File: src/fitc_pkg.sv
// fitc_pkg: shared widths, codes and control/status structs for the
// flat index to coordinates block. No dependencies.
package fitc_pkg;

    localparam int MAX_DIMS_DEF = 6;
    localparam int NUM_EXTENTS  = 6;

    localparam int OPC_W    = 1;
    localparam int POS_W    = 32;
    localparam int EXT_W    = 16;
    localparam int DIM_W    = 3;
    localparam int CFG_IDX_W = 4;
    localparam int CFG_DATA_W = 32;
    localparam int EXT_IDX_W = 3;

    // request opcodes
    localparam logic [OPC_W-1:0] OPC_NEXT = 1'b0;
    localparam logic [OPC_W-1:0] OPC_SEEK = 1'b1;

    // register map
    localparam logic [CFG_IDX_W-1:0] CFG_DIM_COUNT    = 4'd0;
    localparam logic [CFG_IDX_W-1:0] CFG_TOTAL        = 4'd1;
    localparam logic [CFG_IDX_W-1:0] CFG_EXTENT_FIRST = 4'd2;
    localparam logic [CFG_IDX_W-1:0] CFG_EXTENT_LAST  = 4'd7;

    typedef struct packed {
        logic take_req;
        logic load_seek;
        logic walk_init;
        logic div_start;
        logic div_store;
        logic emit_ack;
        logic emit_exh;
        logic emit_coord;
    } fitc_cmd_t;

    typedef struct packed {
        logic op_seek;
        logic exhausted;
        logic div_busy;
        logic div_done;
        logic div_dim_zero;
        logic emit_last;
        logic out_free;
    } fitc_status_t;

endpackage

File: src/fitc_ifs.sv
// fitc interfaces: request, result and register write channels.
// Depends on fitc_pkg.
interface fitc_req_if;
    import fitc_pkg::*;
    logic               valid;
    logic               ready;
    logic [OPC_W-1:0]   opcode;
    logic [POS_W-1:0]   seek_position;
    modport source (output valid, opcode, seek_position, input ready);
    modport sink   (input valid, opcode, seek_position, output ready);
endinterface

interface fitc_res_if;
    import fitc_pkg::*;
    logic               valid;
    logic               ready;
    logic [DIM_W-1:0]   dimension;
    logic [EXT_W-1:0]   coordinate;
    logic [POS_W-1:0]   position;
    logic               exhausted;
    logic               last;
    modport source (output valid, dimension, coordinate, position, exhausted, last,
                    input ready);
    modport sink   (input valid, dimension, coordinate, position, exhausted, last,
                    output ready);
endinterface

interface fitc_cfg_if;
    import fitc_pkg::*;
    logic                   valid;
    logic                   ready;
    logic [CFG_IDX_W-1:0]   index;
    logic [CFG_DATA_W-1:0]  data;
    modport source (output valid, index, data, input ready);
    modport sink   (input valid, index, data, output ready);
endinterface

File: src/flat_index_to_coordinates.sv
// flat_index_to_coordinates: row-major coordinate enumerator, top level.
// A seek or exhausted answer is decided in the dispatch state and loaded from the
// acknowledge or exhausted state; a next request divides out its n dimensions in the
// one-bit-per-cycle divider (start, one iteration per quotient bit, store), then sends
// coordinates one per cycle while the result register is free. One request in flight.
// Reset (rst_n, async, low) clears the position counter to 0 and sets every configuration register to 1.
module flat_index_to_coordinates
#(
    parameter int MAX_DIMS = fitc_pkg::MAX_DIMS_DEF
)
(
    input  logic        clk,
    input  logic        rst_n,
    fitc_req_if.sink    req,
    fitc_res_if.source  res,
    fitc_cfg_if.sink    cfg
);
    import fitc_pkg::*;

    fitc_cmd_t      cmd;
    fitc_status_t   status;

    // register writes are always taken; the map is only to be written while idle (a user duty, unchecked by the block)
    assign cfg.ready = 1'b1;

    // Controller: one request at a time. A seek loads the counter and answers
    // with one acknowledge; a next request at or past the total answers with
    // one exhausted result; otherwise dimensions are divided out innermost
    // first into the coordinate store, then sent outermost first.
    fitc_ctrl u_ctrl
    (
        .clk       (clk),
        .rst_n     (rst_n),
        .req_valid (req.valid),
        .req_ready (req.ready),
        .status    (status),
        .cmd       (cmd)
    );

    // Datapath: registers, position counter, divider, coordinate store and a
    // result register that decouples the result side from the sequencer.
    fitc_datapath #(
        .MAX_DIMS (MAX_DIMS)
    ) u_dp
    (
        .clk               (clk),
        .rst_n             (rst_n),
        .cmd               (cmd),
        .status            (status),
        .req_opcode        (req.opcode),
        .req_seek_position (req.seek_position),
        .cfg_valid         (cfg.valid),
        .cfg_index         (cfg.index),
        .cfg_data          (cfg.data),
        .res_ready         (res.ready),
        .res_valid         (res.valid),
        .res_dimension     (res.dimension),
        .res_coordinate    (res.coordinate),
        .res_position      (res.position),
        .res_exhausted     (res.exhausted),
        .res_last          (res.last)
    );

`ifndef SYNTHESIS
    // a result is only loaded when the result register is free or draining
    assert property (@(posedge clk) disable iff (!rst_n)
        (cmd.emit_ack || cmd.emit_exh || cmd.emit_coord) |-> (!res.valid || res.ready))
        else $error("result register overwritten");

    // no new request while the divider still works on the previous one
    assert property (@(posedge clk) disable iff (!rst_n)
        req.ready |-> !status.div_busy)
        else $error("request taken with divider busy");

    // an exhausted answer is a single result for dimension 0
    assert property (@(posedge clk) disable iff (!rst_n)
        (res.valid && res.exhausted) |-> (res.last && res.dimension == '0))
        else $error("malformed exhausted result");

    // while a multi-result answer is still open, no request is accepted
    assert property (@(posedge clk) disable iff (!rst_n)
        (res.valid && !res.last) |-> !req.ready)
        else $error("request taken mid-answer");
`endif

endmodule

File: src/fitc_divider.sv
// fitc_divider: restoring divider, 32-bit dividend by 16-bit divisor,
// one quotient bit per cycle. Depends on fitc_pkg.
module fitc_divider
(
    input  logic                        clk,
    input  logic                        rst_n,
    input  logic                        start,
    input  logic [fitc_pkg::POS_W-1:0]  dividend,
    input  logic [fitc_pkg::EXT_W-1:0]  divisor,
    output logic                        busy,
    output logic                        done,
    output logic [fitc_pkg::POS_W-1:0]  quotient,
    output logic [fitc_pkg::EXT_W-1:0]  remainder
);
    import fitc_pkg::*;

    localparam int CNT_W = $clog2(POS_W + 1);

    logic [CNT_W-1:0]   cnt_reg, cnt_next;
    logic               done_reg, done_next;
    logic [POS_W-1:0]   quo_reg, quo_next;
    logic [EXT_W-1:0]   rem_reg, rem_next;
    logic [EXT_W-1:0]   dvs_reg;
    logic [EXT_W:0]     shifted;
    logic               ge;

    assign shifted = {rem_reg, quo_reg[POS_W-1]};
    assign ge      = shifted >= {1'b0, dvs_reg};

    always_comb
    begin
        cnt_next  = cnt_reg;
        done_next = 1'b0;
        quo_next  = quo_reg;
        rem_next  = rem_reg;
        if (start)
        begin
            cnt_next = CNT_W'(POS_W);
            quo_next = dividend;
            rem_next = '0;
        end
        else if (cnt_reg != '0)
        begin
            cnt_next  = cnt_reg - 1'b1;
            done_next = (cnt_reg == CNT_W'(1));
            quo_next  = {quo_reg[POS_W-2:0], ge};
            rem_next  = ge ? EXT_W'(shifted - {1'b0, dvs_reg}) : shifted[EXT_W-1:0];
        end
    end

    always_ff @(posedge clk or negedge rst_n)
    begin
        if (!rst_n)
        begin
            cnt_reg  <= '0;
            done_reg <= 1'b0;
        end
        else
        begin
            cnt_reg  <= cnt_next;
            done_reg <= done_next;
        end
    end

    always_ff @(posedge clk)
    begin
        quo_reg <= quo_next;
        rem_reg <= rem_next;
        if (start)
        begin
            dvs_reg <= divisor;
        end
    end

    assign busy      = (cnt_reg != '0);
    assign done      = done_reg;
    assign quotient  = quo_reg;
    assign remainder = rem_reg;

endmodule

File: src/fitc_datapath.sv
// fitc_datapath: registers, position counter, coordinate store, divider and
// result register. Depends on fitc_pkg and fitc_divider.
module fitc_datapath
#(
    parameter int MAX_DIMS = fitc_pkg::MAX_DIMS_DEF
)
(
    input  logic                            clk,
    input  logic                            rst_n,
    input  fitc_pkg::fitc_cmd_t             cmd,
    output fitc_pkg::fitc_status_t          status,
    input  logic [fitc_pkg::OPC_W-1:0]      req_opcode,
    input  logic [fitc_pkg::POS_W-1:0]      req_seek_position,
    input  logic                            cfg_valid,
    input  logic [fitc_pkg::CFG_IDX_W-1:0]  cfg_index,
    input  logic [fitc_pkg::CFG_DATA_W-1:0] cfg_data,
    input  logic                            res_ready,
    output logic                            res_valid,
    output logic [fitc_pkg::DIM_W-1:0]      res_dimension,
    output logic [fitc_pkg::EXT_W-1:0]      res_coordinate,
    output logic [fitc_pkg::POS_W-1:0]      res_position,
    output logic                            res_exhausted,
    output logic                            res_last
);
    import fitc_pkg::*;

    localparam int CIDX_W = (MAX_DIMS > 1) ? $clog2(MAX_DIMS) : 1;

    // configuration
    logic [DIM_W-1:0]       dim_count_reg;
    logic [POS_W-1:0]       total_reg;
    logic [EXT_W-1:0]       extent_reg [NUM_EXTENTS];
    logic [CFG_IDX_W-1:0]   ext_off;

    // request and walk state
    logic [OPC_W-1:0]       op_reg;
    logic [POS_W-1:0]       seek_reg;
    logic [POS_W-1:0]       flat_pos_reg;
    logic [POS_W-1:0]       rest_reg;
    logic [DIM_W-1:0]       div_dim_reg;
    logic [DIM_W-1:0]       emit_dim_reg;
    logic [EXT_W-1:0]       coord_mem [MAX_DIMS];

    // result register
    logic                   res_valid_reg;
    logic [DIM_W-1:0]       res_dim_reg;
    logic [EXT_W-1:0]       res_coord_reg;
    logic [POS_W-1:0]       res_pos_reg;
    logic                   res_exh_reg;
    logic                   res_last_reg;

    logic [DIM_W-1:0]       dims_used;
    logic [EXT_W-1:0]       ext_cur;
    logic                   ext_zero;
    logic                   emit_last;
    logic                   out_free;
    logic                   div_busy;
    logic                   div_done;
    logic [POS_W-1:0]       div_quo;
    logic [EXT_W-1:0]       div_rem;

    assign ext_off = cfg_index - CFG_EXTENT_FIRST;

    always_ff @(posedge clk or negedge rst_n)
    begin
        if (!rst_n)
        begin
            dim_count_reg <= DIM_W'(1);
            total_reg     <= POS_W'(1);
            for (int i = 0; i < NUM_EXTENTS; i++)
            begin
                extent_reg[i] <= EXT_W'(1);
            end
        end
        else if (cfg_valid)
        begin
            unique case (cfg_index) inside
                CFG_DIM_COUNT: dim_count_reg <= cfg_data[DIM_W-1:0];
                CFG_TOTAL:     total_reg     <= cfg_data[POS_W-1:0];
                [CFG_EXTENT_FIRST:CFG_EXTENT_LAST]:
                    extent_reg[ext_off[EXT_IDX_W-1:0]] <= cfg_data[EXT_W-1:0];
                default: ;
            endcase
        end
    end

    // zero counts as one dimension, anything above the limit as the limit
    always_comb
    begin
        if (dim_count_reg == '0)
        begin
            dims_used = DIM_W'(1);
        end
        else if (dim_count_reg > DIM_W'(MAX_DIMS))
        begin
            dims_used = DIM_W'(MAX_DIMS);
        end
        else
        begin
            dims_used = dim_count_reg;
        end
    end

    assign ext_cur   = extent_reg[div_dim_reg];
    assign ext_zero  = (ext_cur == '0);
    assign emit_last = (emit_dim_reg == dims_used - 1'b1);
    assign out_free  = !res_valid_reg || res_ready;

    fitc_divider u_div
    (
        .clk       (clk),
        .rst_n     (rst_n),
        .start     (cmd.div_start),
        .dividend  (rest_reg),
        .divisor   (ext_cur),
        .busy      (div_busy),
        .done      (div_done),
        .quotient  (div_quo),
        .remainder (div_rem)
    );

    always_ff @(posedge clk or negedge rst_n)
    begin
        if (!rst_n)
        begin
            flat_pos_reg <= '0;
        end
        else if (cmd.load_seek)
        begin
            flat_pos_reg <= seek_reg;
        end
        else if (cmd.emit_coord && emit_last)
        begin
            flat_pos_reg <= flat_pos_reg + 1'b1;
        end
    end

    always_ff @(posedge clk)
    begin
        if (cmd.take_req)
        begin
            op_reg   <= req_opcode;
            seek_reg <= req_seek_position;
        end
        if (cmd.walk_init)
        begin
            rest_reg     <= flat_pos_reg;
            div_dim_reg  <= dims_used - 1'b1;
            emit_dim_reg <= '0;
        end
        else
        begin
            if (cmd.div_store)
            begin
                rest_reg    <= ext_zero ? '0 : div_quo;
                div_dim_reg <= div_dim_reg - 1'b1;
                coord_mem[div_dim_reg[CIDX_W-1:0]] <= ext_zero ? '0 : div_rem;
            end
            if (cmd.emit_coord)
            begin
                emit_dim_reg <= emit_dim_reg + 1'b1;
            end
        end
    end

    always_ff @(posedge clk or negedge rst_n)
    begin
        if (!rst_n)
        begin
            res_valid_reg <= 1'b0;
        end
        else if (cmd.emit_ack || cmd.emit_exh || cmd.emit_coord)
        begin
            res_valid_reg <= 1'b1;
        end
        else if (res_ready)
        begin
            res_valid_reg <= 1'b0;
        end
    end

    always_ff @(posedge clk)
    begin
        if (cmd.emit_ack || cmd.emit_exh)
        begin
            res_dim_reg   <= '0;
            res_coord_reg <= '0;
            res_pos_reg   <= flat_pos_reg;
            res_exh_reg   <= cmd.emit_exh;
            res_last_reg  <= 1'b1;
        end
        else if (cmd.emit_coord)
        begin
            res_dim_reg   <= emit_dim_reg;
            res_coord_reg <= coord_mem[emit_dim_reg[CIDX_W-1:0]];
            res_pos_reg   <= flat_pos_reg;
            res_exh_reg   <= 1'b0;
            res_last_reg  <= emit_last;
        end
    end

    assign status.op_seek      = (op_reg == OPC_SEEK);
    assign status.exhausted    = (flat_pos_reg >= total_reg);
    assign status.div_busy     = div_busy;
    assign status.div_done     = div_done;
    assign status.div_dim_zero = (div_dim_reg == '0);
    assign status.emit_last    = emit_last;
    assign status.out_free     = out_free;

    assign res_valid      = res_valid_reg;
    assign res_dimension  = res_dim_reg;
    assign res_coordinate = res_coord_reg;
    assign res_position   = res_pos_reg;
    assign res_exhausted  = res_exh_reg;
    assign res_last       = res_last_reg;

endmodule

File: src/fitc_ctrl.sv
// fitc_ctrl: request sequencer; drives the datapath commands.
// Depends on fitc_pkg.
module fitc_ctrl
(
    input  logic                    clk,
    input  logic                    rst_n,
    input  logic                    req_valid,
    output logic                    req_ready,
    input  fitc_pkg::fitc_status_t  status,
    output fitc_pkg::fitc_cmd_t     cmd
);
    import fitc_pkg::*;

    localparam logic [2:0] S_IDLE      = 3'd0;
    localparam logic [2:0] S_DISPATCH  = 3'd1;
    localparam logic [2:0] S_ACK       = 3'd2;
    localparam logic [2:0] S_EXH       = 3'd3;
    localparam logic [2:0] S_DIV_START = 3'd4;
    localparam logic [2:0] S_DIV_WAIT  = 3'd5;
    localparam logic [2:0] S_EMIT      = 3'd6;

    logic [2:0] state_reg, state_next;

    always_comb
    begin
        cmd        = '0;
        state_next = state_reg;
        unique case (state_reg)
            S_IDLE:
            begin
                if (req_valid)
                begin
                    cmd.take_req = 1'b1;
                    state_next   = S_DISPATCH;
                end
            end
            S_DISPATCH:
            begin
                if (status.op_seek)
                begin
                    cmd.load_seek = 1'b1;
                    state_next    = S_ACK;
                end
                else if (status.exhausted)
                begin
                    state_next = S_EXH;
                end
                else
                begin
                    cmd.walk_init = 1'b1;
                    state_next    = S_DIV_START;
                end
            end
            S_ACK:
            begin
                if (status.out_free)
                begin
                    cmd.emit_ack = 1'b1;
                    state_next   = S_IDLE;
                end
            end
            S_EXH:
            begin
                if (status.out_free)
                begin
                    cmd.emit_exh = 1'b1;
                    state_next   = S_IDLE;
                end
            end
            S_DIV_START:
            begin
                cmd.div_start = 1'b1;
                state_next    = S_DIV_WAIT;
            end
            S_DIV_WAIT:
            begin
                if (status.div_done)
                begin
                    cmd.div_store = 1'b1;
                    state_next    = status.div_dim_zero ? S_EMIT : S_DIV_START;
                end
            end
            S_EMIT:
            begin
                if (status.out_free)
                begin
                    cmd.emit_coord = 1'b1;
                    if (status.emit_last)
                    begin
                        state_next = S_IDLE;
                    end
                end
            end
            default:
            begin
                state_next = S_IDLE;
            end
        endcase
    end

    always_ff @(posedge clk or negedge rst_n)
    begin
        if (!rst_n)
        begin
            state_reg <= S_IDLE;
        end
        else
        begin
            state_reg <= state_next;
        end
    end

    assign req_ready = (state_reg == S_IDLE);

endmodule

File: src/flat_wrapper.sv
// flat-port wrapper written by rule: the top's interface ports become plain ports
module flat_index_to_coordinates_flat import fitc_pkg::*;
#(
    parameter int MAX_DIMS = fitc_pkg::MAX_DIMS_DEF
)
  (clk, rst_n, req_valid, req_opcode, req_seek_position, req_ready, res_valid, res_dimension, res_coordinate, res_position, res_exhausted, res_last, res_ready, cfg_valid, cfg_index, cfg_data, cfg_ready);
  fitc_req_if req_i ();
  fitc_res_if res_i ();
  fitc_cfg_if cfg_i ();
  input  logic clk;
  input  logic rst_n;
  input wire logic [$bits(req_i.valid)-1:0] req_valid;
  input wire logic [$bits(req_i.opcode)-1:0] req_opcode;
  input wire logic [$bits(req_i.seek_position)-1:0] req_seek_position;
  output wire logic [$bits(req_i.ready)-1:0] req_ready;
  output wire logic [$bits(res_i.valid)-1:0] res_valid;
  output wire logic [$bits(res_i.dimension)-1:0] res_dimension;
  output wire logic [$bits(res_i.coordinate)-1:0] res_coordinate;
  output wire logic [$bits(res_i.position)-1:0] res_position;
  output wire logic [$bits(res_i.exhausted)-1:0] res_exhausted;
  output wire logic [$bits(res_i.last)-1:0] res_last;
  input wire logic [$bits(res_i.ready)-1:0] res_ready;
  input wire logic [$bits(cfg_i.valid)-1:0] cfg_valid;
  input wire logic [$bits(cfg_i.index)-1:0] cfg_index;
  input wire logic [$bits(cfg_i.data)-1:0] cfg_data;
  output wire logic [$bits(cfg_i.ready)-1:0] cfg_ready;
  assign req_i.valid = req_valid;
  assign req_i.opcode = req_opcode;
  assign req_i.seek_position = req_seek_position;
  assign req_ready = req_i.ready;
  assign res_valid = res_i.valid;
  assign res_dimension = res_i.dimension;
  assign res_coordinate = res_i.coordinate;
  assign res_position = res_i.position;
  assign res_exhausted = res_i.exhausted;
  assign res_last = res_i.last;
  assign res_i.ready = res_ready;
  assign cfg_i.valid = cfg_valid;
  assign cfg_i.index = cfg_index;
  assign cfg_i.data = cfg_data;
  assign cfg_ready = cfg_i.ready;
  flat_index_to_coordinates #(.MAX_DIMS(MAX_DIMS)) u_core (.clk(clk), .rst_n(rst_n), .req(req_i), .res(res_i), .cfg(cfg_i));
endmodule
File: config.mk
export PLATFORM = sky130hd
export DESIGN_NAME = flat_index_to_coordinates_flat
export DESIGN_NICKNAME = d
export VERILOG_FILES = /design/src/fitc_pkg.sv /design/src/fitc_ifs.sv /design/src/flat_index_to_coordinates.sv /design/src/fitc_divider.sv /design/src/fitc_datapath.sv /design/src/fitc_ctrl.sv /design/src/flat_wrapper.sv
export SDC_FILE = /design/constraint.sdc
export NUM_CORES = 1
export LEC_CHECK = 0
export BUFFER_PORTS_ARGS = -buffer_cell sky130_fd_sc_hd__clkbuf_2
export CAP_MARGIN = 40
export CORE_MARGIN = 10
export CORE_UTILIZATION = 35
export CTS_CLUSTER_SIZE = 16
export DETAILED_ROUTE_END_ITERATION = 8
export SYNTH_ARGS = -nofsm -noshare
export SYNTH_HDL_FRONTEND = slang
export SYNTH_SLANG_ARGS = --single-unit
File: constraint.sdc
create_clock -name clk -period 5.3 [get_ports clk]
set_input_delay 0 -clock clk [delete_from_list [all_inputs] [get_ports clk]]
set_output_delay 0 -clock clk [all_outputs]
set_load 0.01 [all_outputs]
==> flow_results.xml, run 1 <==
<?xml version="1.0" encoding="UTF-8"?>
<metrics>
  <group name="finish">
    <metric name="antenna_cells_inserted" unit="">0</metric>
    <metric name="n_fill_cell" unit="">5293</metric>
    <metric name="stdcell_count" unit="">2616</metric>
    <metric name="final_design_area_no_fill" unit="sq um">24600</metric>
    <metric name="share_of_post_route_cells_with_drive_strength_above_1" unit="%">23.55</metric>
    <metric name="seq_area" unit="sq um">12500</metric>
    <metric name="fin_nets" unit="">1940</metric>
    <metric name="total_area_of_multi_input_combinational_cells" unit="sq um">7274</metric>
    <metric name="area.growth.synth_to_final" unit="%">20.76</metric>
  </group>
  <group name="detailed_routing">
    <metric name="routed_via_density" unit="">5.033</metric>
    <metric name="detail_route.wirelength" unit="mm">49.71</metric>
    <metric name="dr.first_iter.drc_count" unit="">932</metric>
    <metric name="total_via_count_in_the_routed_design" unit="">13166</metric>
    <metric name="drc_errors" unit="">0</metric>
    <metric name="avgRoutedWirePerCell" unit="um">19.00</metric>
    <metric name="postRouteAntennaNets" unit="">0</metric>
    <metric name="first_pass_iters" unit="">5</metric>
  </group>
  <group name="die">
    <metric name="placement_rows" unit="">88</metric>
    <metric name="floorplan.die.width" unit="um">261.3</metric>
    <metric name="core" unit="sq um">57700</metric>
    <metric name="full_die_area" unit="sq um">68260</metric>
    <metric name="initial_utilization" unit="%">35.31</metric>
    <metric name="chipHeight" unit="um">261.3</metric>
    <metric name="ios" unit="">130</metric>
  </group>
  <group name="clock_tree">
    <metric name="clock_latency" unit="ps">600</metric>
    <metric name="clk_pin_slew" unit="ps">60</metric>
    <metric name="cts_htree_levels" unit="">2</metric>
    <metric name="clock_path_buffers" unit="">3</metric>
    <metric name="tritoncts_num_sinks" unit="">458</metric>
    <metric name="tritoncts" unit="">done</metric>
    <metric name="numCtsBuffers" unit="">49</metric>
    <metric name="cts_root_buf" unit="">sky130_fd_sc_hd__clkbuf_16</metric>
    <metric name="postCtsSetupRepairBufs" unit="">0</metric>
  </group>
  <group name="pwr">
    <metric name="power.total" unit="uW">13410</metric>
    <metric name="p_per_area" unit="nW/um^2">544.9</metric>
    <metric name="ir_drop" unit="mV">0.2720</metric>
    <metric name="leak_pwr" unit="uW">0.009784</metric>
  </group>
  <group name="critical_path">
    <metric name="crit_arrival" unit="ps">4040</metric>
    <metric name="critical_path.cell_chain" unit="">buf_4 &gt; mux4_2 &gt; nand2_1 &gt; o21ai_0 &gt; or4_1 &gt; nor4_4 &gt; buf_4 &gt; nor2b_1</metric>
    <metric name="crit_buf_inv" unit="">2</metric>
    <metric name="critical_path_cell_count" unit="">8</metric>
    <metric name="cp_slowest_stage_delay" unit="ps">600</metric>
    <metric name="critPathLaunch" unit="">u_core.u_dp.div_dim_reg[0]</metric>
    <metric name="timing.setup.critical_path_class" unit="">reg -&gt; reg</metric>
    <metric name="timing.critical_path.max_delay_family" unit="">simple AND/OR/NAND/NOR gates</metric>
    <metric name="cp-end-kind" unit="">flip-flop</metric>
    <metric name="r2r.worst_path.cells" unit="">8</metric>
    <metric name="critPathCapture" unit="">u_core.u_dp.coord_mem[3][2]</metric>
    <metric name="critical_path.startpoint_type" unit="">flip-flop</metric>
    <metric name="worstPathMaxFanout" unit="">48</metric>
    <metric name="critical_path.reg2reg.endpoint" unit="">u_core.u_dp.coord_mem[3][2]</metric>
    <metric name="reg2reg_slack" unit="ps">1540</metric>
    <metric name="worst_path_max_delay_cell" unit="">sky130_fd_sc_hd__mux4_2</metric>
    <metric name="worst_r2r_startpoint" unit="">u_core.u_dp.div_dim_reg[0]</metric>
    <metric name="critical-path-top-cell-by-count" unit="">sky130_fd_sc_hd__buf_4</metric>
    <metric name="worst-endpoint-required" unit="ps">5580</metric>
  </group>
  <group name="grt">
    <metric name="grt_first_pass_wirelength" unit="mm">78.09</metric>
    <metric name="first_global_vias" unit="">13533</metric>
    <metric name="grt_usage" unit="%">14.48</metric>
    <metric name="antenna_found_initial" unit="">0</metric>
    <metric name="globalRoute.totalOverflow" unit="">0</metric>
    <metric name="pin_count_of_the_biggest_net_entering_global_routing" unit="">62</metric>
  </group>
  <group name="logic_synthesis">
    <metric name="syn-mean-instance-area" unit="sq um">12.73</metric>
    <metric name="synth.area.top_cells" unit="">sky130_fd_sc_hd__edfxtp_1, sky130_fd_sc_hd__dfrtp_1, sky130_fd_sc_hd__mux2_2</metric>
    <metric name="mappedNetlistNets" unit="">1731</metric>
    <metric name="yosys.cell_types.count" unit="">59</metric>
    <metric name="post-synth-top-area-cell" unit="">sky130_fd_sc_hd__edfxtp_1</metric>
    <metric name="postSynthCellCount" unit="">1601</metric>
    <metric name="netlist_area" unit="sq um">20370</metric>
    <metric name="yosysSeqAreaShare" unit="%">61.36</metric>
    <metric name="yosys_register_bits" unit="">458</metric>
    <metric name="async_flop_share" unit="%">37.99</metric>
    <metric name="ys.warnings.count" unit="">0</metric>
    <metric name="synth-edff-count" unit="">245</metric>
    <metric name="synth_top_cell_area_share" unit="%">36.11</metric>
    <metric name="synth_top_flop_cell" unit="">sky130_fd_sc_hd__edfxtp_1</metric>
  </group>
  <group name="placement">
    <metric name="globalplace.congestion" unit="">0.8135</metric>
    <metric name="numPlacedInstances" unit="">2450</metric>
    <metric name="detailedPlacementHpwl" unit="mm">33.69</metric>
    <metric name="port-buffer-count" unit="">128</metric>
    <metric name="dpl_cell_area" unit="sq um">22170</metric>
  </group>
  <group name="sta">
    <metric name="fin_setup_tns" unit="ps">0</metric>
    <metric name="timing.final.crit_share" unit="%">71.00</metric>
    <metric name="setup-violations-final" unit="">0</metric>
    <metric name="max-slew-margin-rel" unit="%">51.18</metric>
    <metric name="worst-slew-pin-transition" unit="ps">725.6</metric>
    <metric name="fmax_achieved" unit="MHz">265.7</metric>
    <metric name="timing.final.max_slew_violations" unit="">0</metric>
    <metric name="final_hold_viol_count" unit="">0</metric>
    <metric name="period_minus_slack" unit="ps">3763</metric>
    <metric name="clock-skew-final" unit="ps">22.90</metric>
    <metric name="rsz_0062_raised_after_global_routing" unit="">no</metric>
    <metric name="worst_hold_slack" unit="ps">115.8</metric>
  </group>
  <group name="min_path">
    <metric name="holdCritPathClass" unit="">in -&gt; reg</metric>
    <metric name="min_path_cells" unit="">2</metric>
  </group>
  <group name="run">
    <metric name="drv.max_cap_violation_count" unit="">0</metric>
  </group>
  <group name="outcome">
    <metric name="outcome" unit="">completed</metric>
  </group>
</metrics>
cell usage in the layout (no fill, tap or decap), drive strengths merged, types with 5 or more instances in the layout:
| cell | netlist | layout |
|---|---|---|
| a221oi | 5 | 5 |
| o21a | 6 | 6 |
| clkbuf | 63 | 203 |
| inv | 94 | 96 |
| a21oi | 41 | 41 |
| dlygate4sd3 | 0 | 72 |
| nand2b | 7 | 7 |
| nand3 | 72 | 72 |
| dfstp | 8 | 8 |
| dfxtp | 39 | 39 |
| dfrtp | 166 | 166 |
| nor3 | 14 | 14 |
| or3 | 8 | 8 |
| o31ai | 35 | 35 |
| nand2 | 147 | 147 |
| mux2 | 135 | 135 |
| ha | 55 | 55 |
| a211oi | 14 | 14 |
| edfxtp | 245 | 245 |
| and2 | 6 | 6 |
| nand4 | 18 | 18 |
| nor2 | 50 | 50 |
| buf | 18 | 39 |
| and3 | 9 | 9 |
| mux4 | 25 | 25 |
| and4 | 5 | 5 |
| nand3b | 5 | 5 |
| mux2i | 52 | 52 |
| o21ai | 132 | 132 |
| clkinv | 1 | 12 |
| a31oi | 8 | 8 |
| xnor2 | 12 | 12 |
| xor2 | 36 | 36 |
| or4 | 7 | 7 |
| nor2b | 24 | 24 |
worst min-delay path by stage:
stage / start / end / slack (ps)
2_1_floorplan: rst_n / u_core.u_ctrl.state_reg[0] / -300
5_1_grt: req_seek_position[15] / u_core.u_dp.seek_reg[15] / 100
6_report: req_seek_position[11] / u_core.u_dp.seek_reg[11] / 120
4_1_cts: req_seek_position[15] / u_core.u_dp.seek_reg[15] / 80
3_5_place_dp: rst_n / u_core.u_dp.flat_pos_reg[6] / -20
3_3_place_gp: req_opcode / u_core.u_dp.op_reg / 180
report_power, final:
| part | internal (uW) | switching, uW |
|---|---|---|
| combinational | 1770 | 2480 |
| sequential | 4990 | 684 |
| clock | 2050 | 1430 |
| total | 8810 | 4590 |
worst register-to-register path, cell delays in order, from the launching register on:
cell and delay (ps):
sky130_fd_sc_hd__edfxtp_1 320, sky130_fd_sc_hd__buf_4 540, sky130_fd_sc_hd__mux4_2 650, sky130_fd_sc_hd__nand2_1 80, sky130_fd_sc_hd__o21ai_0 110, sky130_fd_sc_hd__or4_1 600, sky130_fd_sc_hd__nor4_4 290, sky130_fd_sc_hd__buf_4 590
sky130_fd_sc_hd__nor2b_1 270
cells in the mapped netlist, drive strengths merged, types with 24 or more instances:
cell    instances
dfrtp         166
mux4           25
nor2b          24
o31ai          35
nand2         147
nand3          72
edfxtp        245
dfxtp          39
clkbuf         63
xor2           36
ha             55
mux2          135
mux2i          52
a21oi          41
inv            94
nor2           50
o21ai         132
area by class of cell:
cell class	count	share of cell area [%]
sequential	458	50.82
clock inverter	17	0.6916
tap	765	3.890
multi-input combinational	967	29.57
timing repair buffer	239	7.506
inverter	95	1.449
clock buffer	75	6.077
logic make-up after synthesis:
group                      count (synthesis)  synth area share [%]
adders and majority gates                 57                 3.525
AOI/OAI and AO/OA                        263                 7.671
muxes                                    212                 12.78
other                                      1               0.01841
buffers and inverters                    176                 3.439
xor gates and xnor gates                  48                 2.063
DFF                                      458                 61.36
and+or+nand+nor                          386                 9.138
per-layer routing:
layer	vias to the layer above	track usage [%]	wire length (um)
met5	-	0	0
met4	0	3.516	903
li1	6257	-	-
met1	6572	19.58	22660
met3	63	2.734	2332
met2	274	23.69	23820
stage by stage:
stage	setup WS, ps	utilization, %
floorplan	1574	-
global placement	1480	37.96
detailed placement	1405	38.42
CTS	1381	42.60
global route	1334	42.64
finish	1537	42.64
what timing repair did:
action,in CTS,in global routing
hold endpoints to repair,258,0
hold buffers,73,0
resized for setup,0,0
Note: power is estimated with default switching activity, not from simulation.
==> inputs of run 2 (changes only) <==
Clock period 5.3 ns to 3.9 ns, I/O delays scaled along.
==> flow_results.xml, run 2 (same netlist as run 1, synthesis figures left out) <==
<?xml version="1.0" encoding="UTF-8"?>
<metrics>
  <group name="clock_tree">
    <metric name="cts_htree_levels" unit="">2</metric>
    <metric name="post_cts_resized" unit="">0</metric>
    <metric name="clock_latency" unit="ps">600</metric>
    <metric name="numCtsBuffers" unit="">49</metric>
    <metric name="clock_path_buffers" unit="">3</metric>
    <metric name="tritoncts" unit="">done</metric>
    <metric name="cts_root_buf" unit="">sky130_fd_sc_hd__clkbuf_16</metric>
    <metric name="clk_pin_slew" unit="ps">60</metric>
    <metric name="tritoncts_num_sinks" unit="">458</metric>
  </group>
  <group name="critical_path">
    <metric name="critPathLaunch" unit="">u_core.u_dp.flat_pos_reg[25]</metric>
    <metric name="critical_path.cell_chain" unit="">ha_1 &gt; a21oi_1 &gt; o21ai_0 &gt; a221o_1 &gt; a2111o_1 &gt; o21ai_2 &gt; and2_1 &gt; nand2b_1 &gt; buf_4</metric>
    <metric name="timing.critical_path.max_delay_family" unit="">compound AO/OA/AOI/OAI gates</metric>
    <metric name="cp_slowest_stage_delay" unit="ps">540</metric>
    <metric name="worstPathMaxFanout" unit="">23</metric>
    <metric name="timing.setup.critical_path_class" unit="">reg -&gt; reg</metric>
    <metric name="critical_path.startpoint_type" unit="">flip-flop</metric>
    <metric name="worst_r2r_startpoint" unit="">u_core.u_dp.flat_pos_reg[25]</metric>
    <metric name="crit_arrival" unit="ps">3680</metric>
    <metric name="worst_path_max_delay_cell" unit="">sky130_fd_sc_hd__and2_1</metric>
    <metric name="critical_path.reg2reg.endpoint" unit="">u_core.u_dp.rest_reg[19]</metric>
    <metric name="worst-endpoint-required" unit="ps">4150</metric>
    <metric name="cp-end-kind" unit="">flip-flop</metric>
    <metric name="r2r.worst_path.cells" unit="">9</metric>
    <metric name="critical_path_cell_count" unit="">9</metric>
    <metric name="crit_buf_inv" unit="">1</metric>
    <metric name="critPathCapture" unit="">u_core.u_dp.rest_reg[19]</metric>
    <metric name="reg2reg_slack" unit="ps">470</metric>
  </group>
  <group name="die">
    <metric name="chipHeight" unit="um">261.3</metric>
    <metric name="full_die_area" unit="sq um">68260</metric>
    <metric name="placement_rows" unit="">88</metric>
    <metric name="ios" unit="">130</metric>
    <metric name="floorplan.die.width" unit="um">261.3</metric>
    <metric name="core" unit="sq um">57700</metric>
    <metric name="initial_utilization" unit="%">35.31</metric>
  </group>
  <group name="detailed_routing">
    <metric name="avgRoutedWirePerCell" unit="um">19.13</metric>
    <metric name="drc_errors" unit="">0</metric>
    <metric name="detail_route.wirelength" unit="mm">50.35</metric>
    <metric name="postRouteAntennaNets" unit="">0</metric>
    <metric name="total_via_count_in_the_routed_design" unit="">13256</metric>
    <metric name="first_pass_iters" unit="">5</metric>
    <metric name="met2RoutedLength" unit="mm">24.30</metric>
    <metric name="m1WireLength" unit="mm">23.16</metric>
    <metric name="dr.max_layer_used" unit="">met5</metric>
    <metric name="dr.first_iter.drc_count" unit="">817</metric>
    <metric name="routed_via_density" unit="">5.036</metric>
    <metric name="met3WireLength" unit="mm">1.999</metric>
  </group>
  <group name="sta">
    <metric name="worst-slew-pin-transition" unit="ps">852.0</metric>
    <metric name="final_hold_viol_count" unit="">0</metric>
    <metric name="fin_setup_tns" unit="ps">0</metric>
    <metric name="timing.final.crit_share" unit="%">87.88</metric>
    <metric name="setup_ws" unit="ps">472.6</metric>
    <metric name="period_minus_slack" unit="ps">3427</metric>
    <metric name="fmax_achieved" unit="MHz">291.8</metric>
    <metric name="clock-skew-final" unit="ps">24.84</metric>
    <metric name="timing.final.max_slew_violations" unit="">0</metric>
    <metric name="max-slew-margin-rel" unit="%">43.00</metric>
    <metric name="rsz_0062_raised_after_global_routing" unit="">no</metric>
    <metric name="worst_hold_slack" unit="ps">111.3</metric>
    <metric name="setup-violations-final" unit="">0</metric>
  </group>
  <group name="finish">
    <metric name="area.growth.synth_to_final" unit="%">20.58</metric>
    <metric name="most-common-layout-cells" unit="">sky130_fd_sc_hd__edfxtp_1, sky130_fd_sc_hd__dfrtp_1, sky130_fd_sc_hd__nand2_1</metric>
    <metric name="layout.core_utilization" unit="%">42.58</metric>
    <metric name="final_design_area_no_fill" unit="sq um">24570</metric>
    <metric name="share_of_post_route_cells_with_drive_strength_above_1" unit="%">23.16</metric>
    <metric name="layout_commonest_cell" unit="">sky130_fd_sc_hd__edfxtp_1</metric>
    <metric name="fin_nets" unit="">1955</metric>
  </group>
  <group name="grt">
    <metric name="first_global_vias" unit="">13857</metric>
    <metric name="pin_count_of_the_biggest_net_entering_global_routing" unit="">73</metric>
    <metric name="globalRoute.totalOverflow" unit="">0</metric>
    <metric name="antenna_found_initial" unit="">4</metric>
    <metric name="grt_usage" unit="%">14.91</metric>
    <metric name="grt_first_pass_wirelength" unit="mm">80.43</metric>
  </group>
  <group name="min_path">
    <metric name="holdCritPathClass" unit="">in -&gt; reg</metric>
    <metric name="min_from" unit="">req_seek_position[18]</metric>
  </group>
  <group name="placement">
    <metric name="post-place-ws" unit="ps">498.3</metric>
    <metric name="globalplace.congestion" unit="">0.8089</metric>
    <metric name="port-buffer-count" unit="">128</metric>
    <metric name="detailedPlacementHpwl" unit="mm">34.37</metric>
    <metric name="dpl_cell_area" unit="sq um">22270</metric>
  </group>
  <group name="pwr">
    <metric name="ir_drop" unit="mV">0.3350</metric>
    <metric name="p_per_area" unit="nW/um^2">736.2</metric>
    <metric name="leak_pwr" unit="uW">0.009769</metric>
  </group>
  <group name="run">
    <metric name="drv.max_cap_violation_count" unit="">0</metric>
  </group>
  <group name="outcome">
    <metric name="outcome" unit="">completed</metric>
  </group>
</metrics>
==> run 2: layout make-up <==
cell class / count / area [sq um]
Timing Repair Buffer: 254 / 1936
Multi-Input combinational cell: 967 / 7263
Tap cell: 765 / 957.2
Fill cell: 5409 / 33130
Antenna cell: 2 / 5.005
Clock inverter: 22 / 202.7
Sequential cell: 458 / 12500
Clock buffer: 69 / 1343
Inverter: 95 / 356.6
==> run 2: metal layers <==
metal	GRT usage, %	vias up
met5	0	-
met1	20.02	6617
met4	4.142	4
met3	2.406	67
met2	24.65	265
li1	-	6303
==> run 2: report_power, final <==
part | internal, uW | leakage (uW) | total (uW) | switching [uW]
Combinational | 2480 | 0.00428 | 5960 | 3480
Clock | 2600 | 0.000741 | 4500 | 1900
Sequential | 6780 | 0.00475 | 7630 | 844
==> run 2: worst min-delay path by stage <==
stage | end | slack [ps] | depth (start not counted)
after floorplan | u_core.u_ctrl.state_reg[0] | -300 | 0
after global placement | u_core.u_dp.seek_reg[19] | 180 | 1
after detailed placement | u_core.u_dp.flat_pos_reg[8] | -10 | 1
after CTS | u_core.u_dp.seek_reg[17] | 90 | 2
after global routing | u_core.u_dp.seek_reg[4] | 90 | 2
final | u_core.u_dp.seek_reg[18] | 110 | 2
==> run 2: repair_timing <==
| action | 4_1_cts | 5_1_grt |
|---|---|---|
| endpoints found under the hold margin | 331 | 0 |
| hold buffers | 73 | 0 |
| setup buffers | 0 | 0 |
==> run 2: metrics by stage <==
step                cells  total power, uW
finish               2632            18090
global route         2632            19330
CTS                  2630            18240
detailed placement   2466            13620
global placement     2456            13410
floorplan            1601            11600
==> inputs of run 3 (changes only) <==
Settings changed: ABC_AREA set to 1.
==> flow_results.xml, run 3 <==
<?xml version="1.0" encoding="UTF-8"?>
<metrics>
  <group name="logic_synthesis">
    <metric name="synth_fa_ha_area_share" unit="%">3.356</metric>
    <metric name="syn-mean-instance-area" unit="sq um">9.287</metric>
    <metric name="yosys.cell_count.top_type" unit="">sky130_fd_sc_hd__nand2_1</metric>
    <metric name="yosys-mux-area-fraction" unit="%">0</metric>
    <metric name="synth_xor_xnor_area_share" unit="%">1.121</metric>
    <metric name="synth.area.top_cells" unit="">sky130_fd_sc_hd__edfxtp_1, sky130_fd_sc_hd__dfrtp_1, sky130_fd_sc_hd__nand2_1</metric>
    <metric name="synth_top_flop_cell" unit="">sky130_fd_sc_hd__edfxtp_1</metric>
    <metric name="synth_top_cell_area_share" unit="%">34.87</metric>
    <metric name="yosysSeqAreaShare" unit="%">59.25</metric>
    <metric name="async_flop_share" unit="%">37.99</metric>
    <metric name="mappedNetlistNets" unit="">2402</metric>
    <metric name="ys.warnings.count" unit="">0</metric>
    <metric name="yosys.cell_types.count" unit="">47</metric>
    <metric name="post-synth-top-area-cell" unit="">sky130_fd_sc_hd__edfxtp_1</metric>
    <metric name="synth_compound_area_share" unit="%">9.399</metric>
    <metric name="postSynthCellCount" unit="">2272</metric>
    <metric name="netlist_area" unit="sq um">21100</metric>
    <metric name="main_combinational_cell_family_by_area_after_synthesis" unit="">simple AND/OR/NAND/NOR gates</metric>
    <metric name="synth-edff-count" unit="">245</metric>
    <metric name="ys_top_cells_by_count" unit="">sky130_fd_sc_hd__nand2_1, sky130_fd_sc_hd__edfxtp_1, sky130_fd_sc_hd__o21ai_0</metric>
    <metric name="synth-simple-area-share" unit="%">21.42</metric>
    <metric name="yosys_register_bits" unit="">458</metric>
  </group>
  <group name="die">
    <metric name="floorplan.die.width" unit="um">265.5</metric>
    <metric name="initial_utilization" unit="%">35.55</metric>
    <metric name="core" unit="sq um">59350</metric>
    <metric name="chipHeight" unit="um">265.5</metric>
    <metric name="full_die_area" unit="sq um">70510</metric>
    <metric name="placement_rows" unit="">89</metric>
    <metric name="ios" unit="">130</metric>
  </group>
  <group name="sta">
    <metric name="clock-skew-final" unit="ps">30.33</metric>
    <metric name="max-slew-margin-rel" unit="%">45.97</metric>
    <metric name="final_hold_viol_count" unit="">0</metric>
    <metric name="period_minus_slack" unit="ps">3366</metric>
    <metric name="setup_ws" unit="ps">534.2</metric>
    <metric name="worst-slew-pin-transition" unit="ps">810.5</metric>
    <metric name="setup-violations-final" unit="">0</metric>
    <metric name="rsz_0062_raised_after_global_routing" unit="">no</metric>
    <metric name="timing.final.crit_share" unit="%">86.30</metric>
    <metric name="fmax_achieved" unit="MHz">297.1</metric>
    <metric name="fin_setup_tns" unit="ps">0</metric>
    <metric name="timing.final.max_slew_violations" unit="">0</metric>
    <metric name="worst_hold_slack" unit="ps">66.83</metric>
  </group>
  <group name="grt">
    <metric name="grt_first_pass_wirelength" unit="mm">94.54</metric>
    <metric name="grt_usage" unit="%">16.83</metric>
    <metric name="first_global_vias" unit="">16085</metric>
    <metric name="antenna_found_initial" unit="">0</metric>
    <metric name="globalRoute.totalOverflow" unit="">0</metric>
    <metric name="pin_count_of_the_biggest_net_entering_global_routing" unit="">86</metric>
  </group>
  <group name="critical_path">
    <metric name="critical_path.cell_chain" unit="">inv_2 &gt; nor3_4 &gt; nand2_1 &gt; nand2_1 &gt; inv_1 &gt; nand2_1 &gt; nor2_1 &gt; nand2_1 &gt; nor2_2 &gt; nand2_4 &gt; inv_4 &gt; nor2_1</metric>
    <metric name="critical_path.startpoint_type" unit="">flip-flop</metric>
    <metric name="worst-endpoint-required" unit="ps">4250</metric>
    <metric name="crit_buf_inv" unit="">3</metric>
    <metric name="critical-path-top-cell-by-count" unit="">sky130_fd_sc_hd__nand2_1</metric>
    <metric name="timing.critical_path.max_delay_family" unit="">simple AND/OR/NAND/NOR gates</metric>
    <metric name="worstPathMaxFanout" unit="">33</metric>
    <metric name="worst_path_max_delay_cell" unit="">sky130_fd_sc_hd__edfxtp_1</metric>
    <metric name="timing.setup.critical_path_class" unit="">reg -&gt; reg</metric>
    <metric name="cp_slowest_stage_delay" unit="ps">880</metric>
    <metric name="cp-end-kind" unit="">flip-flop</metric>
    <metric name="crit_arrival" unit="ps">3720</metric>
  </group>
  <group name="pwr">
    <metric name="seqPwrFrac" unit="%">41.1</metric>
    <metric name="power_switching" unit="uW">7175</metric>
    <metric name="p_clk_share" unit="%">25.2</metric>
    <metric name="ir_drop" unit="mV">0.3154</metric>
    <metric name="power.share.switching" unit="%">37.97</metric>
    <metric name="internal_power" unit="uW">11720</metric>
    <metric name="p_per_area" unit="nW/um^2">755.1</metric>
    <metric name="leak_pwr" unit="uW">0.01109</metric>
    <metric name="comb_power_share" unit="%">33.7</metric>
  </group>
  <group name="detailed_routing">
    <metric name="total_via_count_in_the_routed_design" unit="">16597</metric>
    <metric name="detail_route.wirelength" unit="mm">59.96</metric>
    <metric name="routed_via_density" unit="">5.066</metric>
    <metric name="first_pass_iters" unit="">6</metric>
    <metric name="dr.first_iter.drc_count" unit="">1595</metric>
    <metric name="avgRoutedWirePerCell" unit="um">18.30</metric>
    <metric name="drc_errors" unit="">0</metric>
    <metric name="postRouteAntennaNets" unit="">0</metric>
  </group>
  <group name="clock_tree">
    <metric name="tritoncts" unit="">done</metric>
    <metric name="cts_root_buf" unit="">sky130_fd_sc_hd__clkbuf_16</metric>
    <metric name="postCtsSetupRepairBufs" unit="">0</metric>
    <metric name="cts_htree_levels" unit="">2</metric>
    <metric name="clk_pin_slew" unit="ps">60</metric>
    <metric name="post_cts_resized" unit="">0</metric>
    <metric name="numCtsBuffers" unit="">48</metric>
    <metric name="hold_fix_buffers_cts" unit="">72</metric>
    <metric name="clock_latency" unit="ps">600</metric>
    <metric name="tritoncts_num_sinks" unit="">458</metric>
    <metric name="clock_path_buffers" unit="">3</metric>
  </group>
  <group name="placement">
    <metric name="globalplace.congestion" unit="">0.8809</metric>
    <metric name="post-place-ws" unit="ps">549.0</metric>
    <metric name="port-buffer-count" unit="">128</metric>
    <metric name="dpl_cell_area" unit="sq um">22650</metric>
    <metric name="detailedPlacementHpwl" unit="mm">40.39</metric>
  </group>
  <group name="finish">
    <metric name="share_of_post_route_cells_with_drive_strength_above_1" unit="%">11.91</metric>
    <metric name="layout_commonest_cell" unit="">sky130_fd_sc_hd__nand2_1</metric>
    <metric name="most-common-layout-cells" unit="">sky130_fd_sc_hd__nand2_1, sky130_fd_sc_hd__edfxtp_1, sky130_fd_sc_hd__o21ai_0</metric>
    <metric name="n_fill_cell" unit="">5719</metric>
    <metric name="fin_nets" unit="">2593</metric>
    <metric name="final_design_area_no_fill" unit="sq um">25030</metric>
    <metric name="antenna_cells_inserted" unit="">0</metric>
    <metric name="area.growth.synth_to_final" unit="%">18.60</metric>
  </group>
  <group name="run">
    <metric name="drv.max_cap_violation_count" unit="">0</metric>
  </group>
  <group name="outcome">
    <metric name="outcome" unit="">completed</metric>
  </group>
  <group name="min_path">
    <metric name="holdCritPathClass" unit="">in -&gt; reg</metric>
  </group>
</metrics>
[run 3: cell count changes after synthesis, sizes merged, moves of 24 or more]
cell | before | now
nor2b | 24 | 0
nand2 | 147 | 707
o31ai | 35 | 0
mux2i | 52 | 0
mux4 | 25 | 0
o21ai | 132 | 198
nor2 | 50 | 149
a21oi | 41 | 119
inv | 94 | 168
mux2 | 135 | 0
nand3 | 72 | 169
[run 3: kinds of logic (layout without fill, tap and decap cells)]
kind of cell	count (synthesis)	in the layout
AOI/OAI and AO/OA	371	371
buffers and inverters	270	501
other	1	1
xor gates and xnor gates	27	27
adders and majority gates	56	56
DFF	458	458
and+or+nand+nor	1089	1089
[run 3: worst register-to-register path: stages, from the launching register on]
cell,delay [ps]
sky130_fd_sc_hd__edfxtp_1,880
sky130_fd_sc_hd__inv_2,370
sky130_fd_sc_hd__nor3_4,570
sky130_fd_sc_hd__nand2_1,110
sky130_fd_sc_hd__nand2_1,80
sky130_fd_sc_hd__inv_1,40
sky130_fd_sc_hd__nand2_1,90
sky130_fd_sc_hd__nor2_1,50
sky130_fd_sc_hd__nand2_1,70
sky130_fd_sc_hd__nor2_2,50
sky130_fd_sc_hd__nand2_4,310
sky130_fd_sc_hd__inv_4,200
sky130_fd_sc_hd__nor2_1,330
[run 3: stage by stage]
stage | util [%] | total power, uW | cells
CTS | 42.16 | 18960 | 3276
finish | 42.16 | 18900 | 3276
global placement | 37.95 | 13920 | 3108
global route | 42.16 | 20230 | 3276
detailed placement | 38.17 | 14100 | 3114
floorplan | - | 11980 | 2272
[run 3: cell type report]
cell class	instances	area (sq um)	share of cell area, %
clock inverters	21	239.0	0.9549
clock buffers	69	1401	5.600
well taps	773	967.2	3.865
flip-flops and latches	458	12500	49.96
multi-input cells	1544	7491	29.93
repair buffers	240	1778	7.105
inverters	171	646.9	2.585
[run 3: power groups by stage]
stage	Combinational (uW)	Sequential [uW]	Clock, uW
3_5_place_dp	6280	7810	0
3_3_place_gp	6110	7810	0
4_1_cts	6360	7740	4860
5_1_grt	7310	7860	5060
6_report	6360	7770	4760
2_1_floorplan	4580	7400	0
[run 3: worst paths after layout]
check,endpoint,slack [ps],depth (start not counted),from
worst min register to register,u_core.u_dp.res_coordinate[10],450,2,u_core.u_dp.res_coordinate[10]
min in group asynchronous,u_core.u_dp.flat_pos_reg[4],550,4,rst_n
worst min-delay path,u_core.u_dp.dim_count_reg[0],70,4,cfg_index[2]
worst max register to register,u_core.u_dp.coord_mem[4][2],530,12,u_core.u_dp.div_dim_reg[2]
max in group asynchronous,u_core.u_dp.extent_reg[0],2860,4,rst_n
worst max-delay path,u_core.u_dp.coord_mem[4][2],530,12,u_core.u_dp.div_dim_reg[2]
[run 3: layer usage]
layer,track usage (%),vias up,routed length [um]
li1,-,8000,-
met4,5.203,0,1473
met1,23.95,7910,27660
met2,25.39,592,26450
met5,0,-,0
met3,3.340,95,4383
